**src/hw/rtl/idt_pkg.sv**
```systemverilog
package idt_pkg;

  localparam int POSITION_BITS = 24;
  localparam int QUEUE_DEPTH   = 2;

  localparam logic [7:0] CHAR_STAR      = 8'h2A;
  localparam logic [7:0] CHAR_LPAREN    = 8'h28;
  localparam logic [7:0] CHAR_RPAREN    = 8'h29;
  localparam logic [7:0] CHAR_LBRACKET  = 8'h5B;
  localparam logic [7:0] CHAR_RBRACKET  = 8'h5D;
  localparam logic [7:0] CHAR_SLASH     = 8'h2F;
  localparam logic [7:0] CHAR_BACKSLASH = 8'h5C;
  localparam logic [7:0] CHAR_SPACE     = 8'h20;
  localparam logic [7:0] CHAR_TAB       = 8'h09;
  localparam logic [7:0] CHAR_LF        = 8'h0A;
  localparam logic [7:0] CHAR_VT        = 8'h0B;
  localparam logic [7:0] CHAR_FF        = 8'h0C;
  localparam logic [7:0] CHAR_CR        = 8'h0D;

  typedef enum logic [2:0] {
    TOK_EMPH    = 3'd0,
    TOK_STRONG  = 3'd1,
    TOK_PAREN   = 3'd2,
    TOK_REF     = 3'd3,
    TOK_COMMENT = 3'd4
  } token_kind_e;

  typedef struct packed {
    token_kind_e kind;
    logic        opens;
  } tok_attr_t;

  function automatic logic is_space(input logic [7:0] c);
    is_space = (c == CHAR_SPACE) || (c == CHAR_TAB) || (c == CHAR_LF) ||
               (c == CHAR_VT) || (c == CHAR_FF) || (c == CHAR_CR);
  endfunction

endpackage

```
**src/hw/rtl/idt_if.sv**
```systemverilog
interface idt_in_if import idt_pkg::*; #(
  parameter int PosBits = POSITION_BITS
);
  logic               valid;
  logic               ready;
  logic [7:0]         char_byte;
  logic [PosBits-1:0] position;
  logic               line_last;

  modport source (output valid, char_byte, position, line_last, input ready);
  modport sink   (input valid, char_byte, position, line_last, output ready);
endinterface

interface idt_out_if import idt_pkg::*; #(
  parameter int PosBits = POSITION_BITS
);
  logic               valid;
  logic               ready;
  logic [2:0]         token_kind;
  logic               opens;
  logic [PosBits-1:0] start_pos;
  logic [PosBits-1:0] end_pos;
  logic               last_of_run;

  modport source (output valid, token_kind, opens, start_pos, end_pos, last_of_run,
                  input ready);
  modport sink   (input valid, token_kind, opens, start_pos, end_pos, last_of_run,
                  output ready);
endinterface

interface idt_cfg_if;
  logic valid;
  logic ready;
  logic parens_enabled;

  modport source (output valid, parens_enabled, input ready);
  modport sink   (input valid, parens_enabled, output ready);
endinterface

```
**src/hw/rtl/idt_front.sv**
```systemverilog
module idt_front import idt_pkg::*; #(
  parameter int PosBits = POSITION_BITS,
  localparam int TokBits = $bits(tok_attr_t) + 2 * PosBits,
  localparam int EntryBits = 2 * TokBits + 1
) (
  input  logic                 clk_i,
  input  logic                 rst_ni,
  idt_in_if.sink               byte_i,
  idt_cfg_if.sink              cfg_i,
  output logic                 push_o,
  output logic [EntryBits-1:0] push_data_o,
  input  logic                 full_i
);

  typedef enum logic [2:0] {
    MODE_NORMAL,
    MODE_STAR,
    MODE_SLASH,
    MODE_COMMENT,
    MODE_IGNORE
  } mode_e;

  mode_e              mode_q, mode_d;
  logic [PosBits-1:0] held_q, held_d;
  logic               esc_q, esc_d;
  logic               parens_q;

  logic               accept;
  logic [7:0]         c;
  logic               last;
  logic [PosBits-1:0] pos, pos_inc, held_inc;

  logic               escaped;
  logic               p_tok;
  tok_attr_t          p_attr;
  mode_e              p_mode;
  logic               p_hold;

  logic               t0_v, t1_v;
  tok_attr_t          a0, a1;
  logic [PosBits-1:0] s0, e0;

  assign cfg_i.ready  = 1'b1;
  assign byte_i.ready = !full_i;
  assign accept       = byte_i.valid && byte_i.ready;

  assign c        = byte_i.char_byte;
  assign last     = byte_i.line_last;
  assign pos      = byte_i.position;
  assign pos_inc  = pos + 1'b1;
  assign held_inc = held_q + 1'b1;

  // A backslash escapes only in plain scanning; a byte after a pending star
  // or slash is never escaped.
  assign escaped = (mode_q == MODE_NORMAL) && esc_q;

  // Plain scan of the current byte.
  always_comb begin
    p_tok  = 1'b0;
    p_attr = '{kind: TOK_EMPH, opens: 1'b1};
    p_mode = MODE_NORMAL;
    p_hold = 1'b0;
    if (!escaped) begin
      unique case (c)
        CHAR_STAR: begin
          if (last) begin
            p_tok = 1'b1;
          end else begin
            p_mode = MODE_STAR;
            p_hold = 1'b1;
          end
        end
        CHAR_LPAREN: begin
          p_tok  = parens_q;
          p_attr = '{kind: TOK_PAREN, opens: 1'b1};
        end
        CHAR_RPAREN: begin
          p_tok  = parens_q;
          p_attr = '{kind: TOK_PAREN, opens: 1'b0};
        end
        CHAR_LBRACKET: begin
          p_tok  = 1'b1;
          p_attr = '{kind: TOK_REF, opens: 1'b1};
        end
        CHAR_RBRACKET: begin
          p_tok  = 1'b1;
          p_attr = '{kind: TOK_REF, opens: 1'b0};
        end
        CHAR_SLASH: begin
          if (!last) begin
            p_mode = MODE_SLASH;
            p_hold = 1'b1;
          end
        end
        default: ;
      endcase
    end
  end

  always_comb begin
    t0_v   = 1'b0;
    t1_v   = 1'b0;
    a0     = p_attr;
    a1     = p_attr;
    s0     = pos;
    e0     = pos_inc;
    mode_d = mode_q;
    held_d = held_q;
    unique case (mode_q)
      MODE_STAR: begin
        if (c == CHAR_STAR) begin
          t0_v   = 1'b1;
          a0     = '{kind: TOK_STRONG, opens: 1'b1};
          s0     = held_q;
          mode_d = MODE_NORMAL;
        end else begin
          // flush the held star, then scan this byte
          t0_v   = 1'b1;
          a0     = '{kind: TOK_EMPH, opens: 1'b1};
          s0     = held_q;
          e0     = held_inc;
          t1_v   = p_tok;
          mode_d = p_mode;
          if (p_hold) begin
            held_d = pos;
          end
        end
      end
      MODE_SLASH: begin
        if (c == CHAR_SLASH) begin
          mode_d = MODE_COMMENT;
          t0_v   = last;
          a0     = '{kind: TOK_COMMENT, opens: 1'b1};
          s0     = held_q;
        end else begin
          t0_v   = p_tok;
          mode_d = p_mode;
          if (p_hold) begin
            held_d = pos;
          end
        end
      end
      MODE_COMMENT: begin
        a0 = '{kind: TOK_COMMENT, opens: 1'b1};
        s0 = held_q;
        if (!is_space(c)) begin
          t0_v   = 1'b1;
          e0     = pos;
          mode_d = MODE_IGNORE;
        end else begin
          t0_v = last;
        end
      end
      MODE_IGNORE: ;
      MODE_NORMAL: begin
        t0_v   = p_tok;
        mode_d = p_mode;
        if (p_hold) begin
          held_d = pos;
        end
      end
    endcase
    if (last) begin
      mode_d = MODE_NORMAL;
    end
    esc_d = !last && (c == CHAR_BACKSLASH);
  end

  // The second token is always the current byte's single-byte token.
  assign push_o      = accept && t0_v;
  assign push_data_o = {t1_v, a1, pos, pos_inc, a0, s0, e0};

  always_ff @(posedge clk_i or negedge rst_ni) begin
    if (!rst_ni) begin
      mode_q   <= MODE_NORMAL;
      held_q   <= '0;
      esc_q    <= 1'b0;
      parens_q <= 1'b1;
    end else begin
      if (accept) begin
        mode_q <= mode_d;
        held_q <= held_d;
        esc_q  <= esc_d;
      end
      if (cfg_i.valid && cfg_i.ready) begin
        parens_q <= cfg_i.parens_enabled;
      end
    end
  end

endmodule

```
**src/hw/rtl/idt_fifo.sv**
```systemverilog
module idt_fifo import idt_pkg::*; #(
  parameter int Width = 1,
  parameter int Depth = QUEUE_DEPTH
) (
  input  logic             clk_i,
  input  logic             rst_ni,
  input  logic             push_i,
  input  logic [Width-1:0] push_data_i,
  output logic             full_o,
  input  logic             pop_i,
  output logic [Width-1:0] pop_data_o,
  output logic             valid_o
);

  localparam int PtrBits = (Depth > 1) ? $clog2(Depth) : 1;
  localparam int CntBits = $clog2(Depth + 1);

  logic [Width-1:0]   mem_q [Depth];
  logic [PtrBits-1:0] wr_ptr_q, rd_ptr_q;
  logic [CntBits-1:0] cnt_q;
  logic               do_push, do_pop;

  function automatic logic [PtrBits-1:0] ptr_inc(input logic [PtrBits-1:0] p);
    ptr_inc = (p == PtrBits'(Depth - 1)) ? '0 : p + 1'b1;
  endfunction

  assign full_o     = (cnt_q == CntBits'(Depth));
  assign valid_o    = (cnt_q != '0);
  assign pop_data_o = mem_q[rd_ptr_q];
  assign do_push    = push_i && !full_o;
  assign do_pop     = pop_i && valid_o;

  always_ff @(posedge clk_i) begin
    if (do_push) begin
      mem_q[wr_ptr_q] <= push_data_i;
    end
  end

  always_ff @(posedge clk_i or negedge rst_ni) begin
    if (!rst_ni) begin
      wr_ptr_q <= '0;
      rd_ptr_q <= '0;
      cnt_q    <= '0;
    end else begin
      if (do_push) begin
        wr_ptr_q <= ptr_inc(wr_ptr_q);
      end
      if (do_pop) begin
        rd_ptr_q <= ptr_inc(rd_ptr_q);
      end
      if (do_push && !do_pop) begin
        cnt_q <= cnt_q + 1'b1;
      end else if (do_pop && !do_push) begin
        cnt_q <= cnt_q - 1'b1;
      end
    end
  end

endmodule

```
**src/hw/rtl/idt_back.sv**
```systemverilog
module idt_back import idt_pkg::*; #(
  parameter int PosBits = POSITION_BITS,
  localparam int TokBits = $bits(tok_attr_t) + 2 * PosBits,
  localparam int EntryBits = 2 * TokBits + 1
) (
  input  logic                 clk_i,
  input  logic                 rst_ni,
  input  logic                 entry_valid_i,
  input  logic [EntryBits-1:0] entry_i,
  output logic                 pop_o,
  idt_out_if.source            token_o
);

  logic               out_valid_q;
  logic [TokBits-1:0] tok_q;
  logic               last_q;
  logic               pend_q;
  logic [TokBits-1:0] tok1_q;
  logic               out_free;
  logic               two;
  tok_attr_t          attr;

  assign out_free = !out_valid_q || token_o.ready;
  assign pop_o    = out_free && !pend_q && entry_valid_i;
  assign two      = entry_i[EntryBits-1];

  assign attr                = tok_attr_t'(tok_q[TokBits-1:2*PosBits]);
  assign token_o.valid       = out_valid_q;
  assign token_o.token_kind  = attr.kind;
  assign token_o.opens       = attr.opens;
  assign token_o.start_pos   = tok_q[2*PosBits-1:PosBits];
  assign token_o.end_pos     = tok_q[PosBits-1:0];
  assign token_o.last_of_run = last_q;

  always_ff @(posedge clk_i) begin
    if (out_free) begin
      if (pend_q) begin
        tok_q  <= tok1_q;
        last_q <= 1'b1;
      end else if (entry_valid_i) begin
        tok_q  <= entry_i[TokBits-1:0];
        tok1_q <= entry_i[2*TokBits-1:TokBits];
        last_q <= !two;
      end
    end
  end

  always_ff @(posedge clk_i or negedge rst_ni) begin
    if (!rst_ni) begin
      out_valid_q <= 1'b0;
      pend_q      <= 1'b0;
    end else if (out_free) begin
      if (pend_q) begin
        out_valid_q <= 1'b1;
        pend_q      <= 1'b0;
      end else begin
        out_valid_q <= entry_valid_i;
        pend_q      <= entry_valid_i && two;
      end
    end
  end

endmodule

```
**src/hw/rtl/inline_delimiter_tokenizer_top.sv**
```systemverilog
// Inline delimiter tokenizer: takes one byte of a trimmed text line per cycle
// and issues emphasis, strong, parenthetical, reference and comment tokens.
// A byte is taken every cycle as long as the two-entry token queue between the
// scanner and the token issue stage has room; a token passes through that queue
// and then the output register. A byte that yields two tokens (a flushed star
// followed by its own token) has them issued one after the other from the
// single-token output register, which lowers the sustained byte rate. The
// parentheses enable is written through the configuration channel, which is
// always ready.
module inline_delimiter_tokenizer_top import idt_pkg::*; #(
  parameter int PosBits    = POSITION_BITS,
  parameter int QueueDepth = QUEUE_DEPTH
) (
  input  logic      clk_i,
  input  logic      rst_ni,
  idt_cfg_if.sink   cfg_i,
  idt_in_if.sink    byte_i,
  idt_out_if.source token_o
);

  localparam int TokBits   = $bits(tok_attr_t) + 2 * PosBits;
  localparam int EntryBits = 2 * TokBits + 1;

  logic                 push;
  logic [EntryBits-1:0] push_data;
  logic                 full;
  logic                 pop;
  logic [EntryBits-1:0] pop_data;
  logic                 entry_valid;

  idt_front #(
    .PosBits (PosBits)
  ) u_front (
    .clk_i       (clk_i),
    .rst_ni      (rst_ni),
    .byte_i      (byte_i),
    .cfg_i       (cfg_i),
    .push_o      (push),
    .push_data_o (push_data),
    .full_i      (full)
  );

  idt_fifo #(
    .Width (EntryBits),
    .Depth (QueueDepth)
  ) u_fifo (
    .clk_i       (clk_i),
    .rst_ni      (rst_ni),
    .push_i      (push),
    .push_data_i (push_data),
    .full_o      (full),
    .pop_i       (pop),
    .pop_data_o  (pop_data),
    .valid_o     (entry_valid)
  );

  idt_back #(
    .PosBits (PosBits)
  ) u_back (
    .clk_i         (clk_i),
    .rst_ni        (rst_ni),
    .entry_valid_i (entry_valid),
    .entry_i       (pop_data),
    .pop_o         (pop),
    .token_o       (token_o)
  );

endmodule

```
**src/flat_wrapper.sv**
```systemverilog
// flat-port wrapper written by rule: the top's interface ports become plain ports
module inline_delimiter_tokenizer_top_flat import idt_pkg::*;
#(
  parameter int PosBits    = POSITION_BITS,
  parameter int QueueDepth = QUEUE_DEPTH
)
  (clk_i, rst_ni, cfg_i_valid, cfg_i_parens_enabled, cfg_i_ready, byte_i_valid, byte_i_char_byte, byte_i_position, byte_i_line_last, byte_i_ready, token_o_valid, token_o_token_kind, token_o_opens, token_o_start_pos, token_o_end_pos, token_o_last_of_run, token_o_ready);
  idt_cfg_if cfg_i_i ();
  idt_in_if #(.PosBits(PosBits)) byte_i_i ();
  idt_out_if #(.PosBits(PosBits)) token_o_i ();
  input  logic clk_i;
  input  logic rst_ni;
  input wire logic [$bits(cfg_i_i.valid)-1:0] cfg_i_valid;
  input wire logic [$bits(cfg_i_i.parens_enabled)-1:0] cfg_i_parens_enabled;
  output wire logic [$bits(cfg_i_i.ready)-1:0] cfg_i_ready;
  input wire logic [$bits(byte_i_i.valid)-1:0] byte_i_valid;
  input wire logic [$bits(byte_i_i.char_byte)-1:0] byte_i_char_byte;
  input wire logic [$bits(byte_i_i.position)-1:0] byte_i_position;
  input wire logic [$bits(byte_i_i.line_last)-1:0] byte_i_line_last;
  output wire logic [$bits(byte_i_i.ready)-1:0] byte_i_ready;
  output wire logic [$bits(token_o_i.valid)-1:0] token_o_valid;
  output wire logic [$bits(token_o_i.token_kind)-1:0] token_o_token_kind;
  output wire logic [$bits(token_o_i.opens)-1:0] token_o_opens;
  output wire logic [$bits(token_o_i.start_pos)-1:0] token_o_start_pos;
  output wire logic [$bits(token_o_i.end_pos)-1:0] token_o_end_pos;
  output wire logic [$bits(token_o_i.last_of_run)-1:0] token_o_last_of_run;
  input wire logic [$bits(token_o_i.ready)-1:0] token_o_ready;
  assign cfg_i_i.valid = cfg_i_valid;
  assign cfg_i_i.parens_enabled = cfg_i_parens_enabled;
  assign cfg_i_ready = cfg_i_i.ready;
  assign byte_i_i.valid = byte_i_valid;
  assign byte_i_i.char_byte = byte_i_char_byte;
  assign byte_i_i.position = byte_i_position;
  assign byte_i_i.line_last = byte_i_line_last;
  assign byte_i_ready = byte_i_i.ready;
  assign token_o_valid = token_o_i.valid;
  assign token_o_token_kind = token_o_i.token_kind;
  assign token_o_opens = token_o_i.opens;
  assign token_o_start_pos = token_o_i.start_pos;
  assign token_o_end_pos = token_o_i.end_pos;
  assign token_o_last_of_run = token_o_i.last_of_run;
  assign token_o_i.ready = token_o_ready;
  inline_delimiter_tokenizer_top #(.PosBits(PosBits), .QueueDepth(QueueDepth)) u_core (.clk_i(clk_i), .rst_ni(rst_ni), .cfg_i(cfg_i_i), .byte_i(byte_i_i), .token_o(token_o_i));
endmodule
```
**config.mk**
```make
export PLATFORM = sky130hd
export DESIGN_NAME = inline_delimiter_tokenizer_top_flat
export DESIGN_NICKNAME = d
export VERILOG_FILES = /design/src/hw/rtl/idt_pkg.sv /design/src/hw/rtl/idt_if.sv /design/src/hw/rtl/idt_front.sv /design/src/hw/rtl/idt_fifo.sv /design/src/hw/rtl/idt_back.sv /design/src/hw/rtl/inline_delimiter_tokenizer_top.sv /design/src/flat_wrapper.sv
export SDC_FILE = /design/constraint.sdc
export NUM_CORES = 1
export LEC_CHECK = 0
export ABC_CLOCK_PERIOD_IN_PS = 20000
export BUFFER_PORTS_ARGS = -buffer_cell sky130_fd_sc_hd__buf_4
export CAP_MARGIN = 20
export CORE_MARGIN = 3
export CORE_UTILIZATION = 51
export CTS_CLUSTER_DIAMETER = 100
export DETAILED_ROUTE_END_ITERATION = 8
export PLACE_DENSITY = 0.71
export SYNTH_ARGS = -nofsm -noshare
export SYNTH_HDL_FRONTEND = slang
export SYNTH_HIERARCHICAL = 1
export SYNTH_SLANG_ARGS = --single-unit
```
**constraint.sdc**
```tcl
create_clock -name clk_i -period 20 [get_ports clk_i]
set_input_delay 3 -clock clk_i [delete_from_list [all_inputs] [get_ports clk_i]]
set_output_delay 3 -clock clk_i [all_outputs]
set_load 0.05 [all_outputs]
```
==> results.txt <==
Setup TNS Final - 0 ns
CP arrival - 6.79 ns
Initial Util - 0.5190
Sequential share of the synthesized area - 0.6702
Max Fanout on Critical Path - 73
Relative slew slack - 0.2955
Final period demand of the worst path - 6.668 ns
Routed length per placed instance - 20.71 um
Post-synth EDFFs - 315
Final wirelength - 29,600 um
First-pass GRT wire length - 46,220 um
Number of H-tree levels - 2
Antenna cell count - 0
Number of global-route vias before repair - 8,246
CTS buffer count - 36
Nets@finish - 1,057
Amount of wire on met3 after detailed routing - 1783 um
Count of nets left with antenna violations after detail routing - 0
Fin crit share - 0.3334
Number of max-slew violations in the final report - 0
Post-route total power - 2.241 mW
Post-Route Skew - 0.01420 ns
Type of the worst setup path - in -> reg
Highest layer used for signal routing - met4
Status - complete, no violations
Detailed Routing Iterations Pass 1 - 7
Number of buffers on the longest clock path - 3
Buffers inserted by post-CTS timing repair - 0
Post-cts hold buffer count - 0
Placed insts - 1,367
Antenna violations before repair - 0
Number of failing setup endpoints in the final timing report - 0
Number of distinct library cell variants in the gate-level netlist after synthesis - 64
I/O Buffers - 93
Largest net degree at the start of global routing - 74
Clk pin slew, worst setup/hold paths - 0.05 ns
Via total after detailed routing - 8,146
Site Rows - 63
Fraction of post-synthesis cell area in the top cell type by area - 0.6133
Total cell area at the placement stage - 0.01625 sq mm
Biggest area consumer among synthesized cells - sky130_fd_sc_hd__edfxtp_1
Max IR drop VDD - 0.0001260 V
Worst Setup Slack, final - 13.33 ns
Cells resized by post-CTS repair - 0
Highest clock frequency the design can meet - 150.0 MHz
Count of maximum capacitance violations - 0
CTS root buffer - sky130_fd_sc_hd__clkbuf_16
Met2 routed WL - 14,450 um
Detailed-route wire length on metal 1 - 12,860 um
DP Wirelength - 17,640 um
Total leakage power - 6.167 nW
Worst min-delay path category - reg -> reg
Count of yosys warnings during synthesis - 6
Async S/R FF share, synth - 0.1000
Via count normalized by instance count - 5.700
Synthesis-to-finish area growth - 12.49%
Unrepaired setup endpoints after global routing - no
Netlist area before placement - 0.01542 sq mm
Overflow after GRT - 0
Primary flip-flop cell chosen by synthesis mapping - sky130_fd_sc_hd__edfxtp_1
Clock tree from TritonCTS - yes
Avg Cell Area, Syn - 16.29 sq um
RePlAce Congestion - 0.7917
Endpoint required time on the critical path - 20.12 ns
Pre-CTS WS - 12.81 ns
Horizontal extent of the die - 179.9 um
Final Instance Area - 0.01735 sq mm
Final count of hold timing violations - 0
Iteration-0 DRC Markers - 813
Critical Path Source Type - primary input
Number of synthesized register bits - 350
I/O pin count - 95
Utilization after layout - 0.5838
Net count of the mapped netlist - 989
Final hold slack - 0.4852 ns
Ratio of total power to cell area - 129.1 mW/mm^2
Clock sinks - 350
Count of unresolved DRC violations after routing - 0
Post-synthesis cell count - 947
Setup crit end kind - register
Clock latency on the worst-skew pair - 0.51 ns
Total core area - 0.02972 sq mm
Actual transition at the worst max-transition pin - 1.054 ns
Ratio of cells with drive above 1 in the final layout - 0.3397
Number of standard cells in the final layout excluding fillers - 1,429
Biggest area contributors in the synthesized netlist - sky130_fd_sc_hd__edfxtp_1 (61%), sky130_fd_sc_hd__mux2_2 (8.4%), sky130_fd_sc_hd__mux2_4 (6.5%)
GRT Resource Usage Total - 0.1797
Die ar. - 0.03236 sq mm
Die height - 179.9 um
## cell usage after synthesis, drive strengths merged (4+ instances only)
library cell / n
a211oi: 4
a21oi: 12
a221o: 9
a31oi: 6
and2: 6
and3: 6
and4: 7
buf: 57
clkbuf: 18
dfrtp: 34
edfxtp: 315
inv: 15
mux2: 203
nand2: 30
nand2b: 8
nand3: 22
nand4: 15
nor2: 30
nor2b: 5
nor3: 6
nor4: 10
o21ai: 23
o221ai: 4
o311ai: 7
or3: 7
xnor2: 29
xor2: 16
## path summary, 6_finish.rpt
| path | start | to | slack (ns) | depth (start not counted) |
|---|---|---|---|---|
| setup / recovery | byte_i_char_byte[4] | u_core/u_fifo/mem_q[0][10] | 13.33 | 10 |
| hold / removal | u_core/u_fifo/cnt_q[1] | u_core/u_fifo/cnt_q[1] | 0.49 | 1 |
| setup reg to reg | u_core/u_front/mode_q[0] | u_core/u_fifo/mem_q[0][10] | 15.78 | 9 |
| hold reg to reg | u_core/u_fifo/cnt_q[1] | u_core/u_fifo/cnt_q[1] | 0.49 | 1 |
| max in group asynchronous | rst_ni | u_core/u_fifo/rd_ptr_q | 17.14 | 1 |
| min in group asynchronous | rst_ni | u_core/u_back/token_o.valid | 2.47 | 1 |
## placed cells by master (no fill, tap or decap), types with 7 or more instances in the layout
master,instances
sky130_fd_sc_hd__dfrtp_1,32
sky130_fd_sc_hd__mux2_1,21
sky130_fd_sc_hd__o21ai_0,19
sky130_fd_sc_hd__a221o_1,9
sky130_fd_sc_hd__mux2_4,67
sky130_fd_sc_hd__nand3_1,22
sky130_fd_sc_hd__or3_1,7
sky130_fd_sc_hd__edfxtp_1,315
sky130_fd_sc_hd__inv_1,15
sky130_fd_sc_hd__nand4_1,15
sky130_fd_sc_hd__and4_1,7
sky130_fd_sc_hd__buf_4,105
sky130_fd_sc_hd__mux2_2,115
sky130_fd_sc_hd__clkbuf_1,15
sky130_fd_sc_hd__clkbuf_16,37
sky130_fd_sc_hd__nand2b_1,8
sky130_fd_sc_hd__nor4_1,8
sky130_fd_sc_hd__nand2_1,30
sky130_fd_sc_hd__nor2_1,26
sky130_fd_sc_hd__a21oi_1,12
sky130_fd_sc_hd__xnor2_1,29
sky130_fd_sc_hd__xor2_1,16
## worst max-delay path, cell delays in order
cell and delay (ns):
sky130_fd_sc_hd__buf_4 0.13, sky130_fd_sc_hd__nor4b_4 0.44, sky130_fd_sc_hd__a41o_1 0.24, sky130_fd_sc_hd__buf_4 0.38, sky130_fd_sc_hd__o21ai_0 0.15, sky130_fd_sc_hd__a31o_2 0.24
sky130_fd_sc_hd__a21oi_1 0.20, sky130_fd_sc_hd__nand2_1 0.17, sky130_fd_sc_hd__nor2_4 0.82, sky130_fd_sc_hd__buf_4 0.90
## cell type report
class,count,area (sq um)
Fill cell,2226,12370
Sequential cell,350,10340
Multi-Input combinational cell,507,4577
Clock buffer,54,1010
Timing Repair Buffer,105,788.3
Tap cell,390,488.0
Clock inverter,8,88.84
Inverter,15,56.30
## registers in the layout, indices dropped and copies added, names as in the netlist, 2 cells and up
signal and cells:
u_core/u_front/held_q 24, u_core/u_back/tok1_q 52, u_core/u_back/tok_q 52, u_core/u_fifo/cnt_q 2
u_core/u_fifo/mem_q 210, u_core/u_front/mode_q 3
## logic make-up after synthesis
family | count (synthesis) | share of synthesized area
flip-flops | 350 | 0.6702
multiplexers | 204 | 0.1652
AND/OR/NAND/NOR | 168 | 0.06109
buffers and inverters | 90 | 0.03562
AO/OA/AOI/OAI | 85 | 0.03943
XOR/XNOR | 45 | 0.02556
adder cells (fa/ha/maj) | 3 | 0.002434
other | 2 | 0.0004870
## power breakdown
part           leakage (nW)  switching, mW  total, mW  internal [mW]
clock                 0.529          0.255      0.628          0.373
sequential             3.36         0.0520      0.991          0.939
combinational          2.28          0.367      0.622          0.255
## metal layers
layer | GRT usage | vias up
met4 | 0.04610 | 0
met2 | 0.2958 | 276
met5 | 0 | -
li1 | - | 3763
met3 | 0.03480 | 37
met1 | 0.2486 | 4070
(Power assumes the default switching activity.)
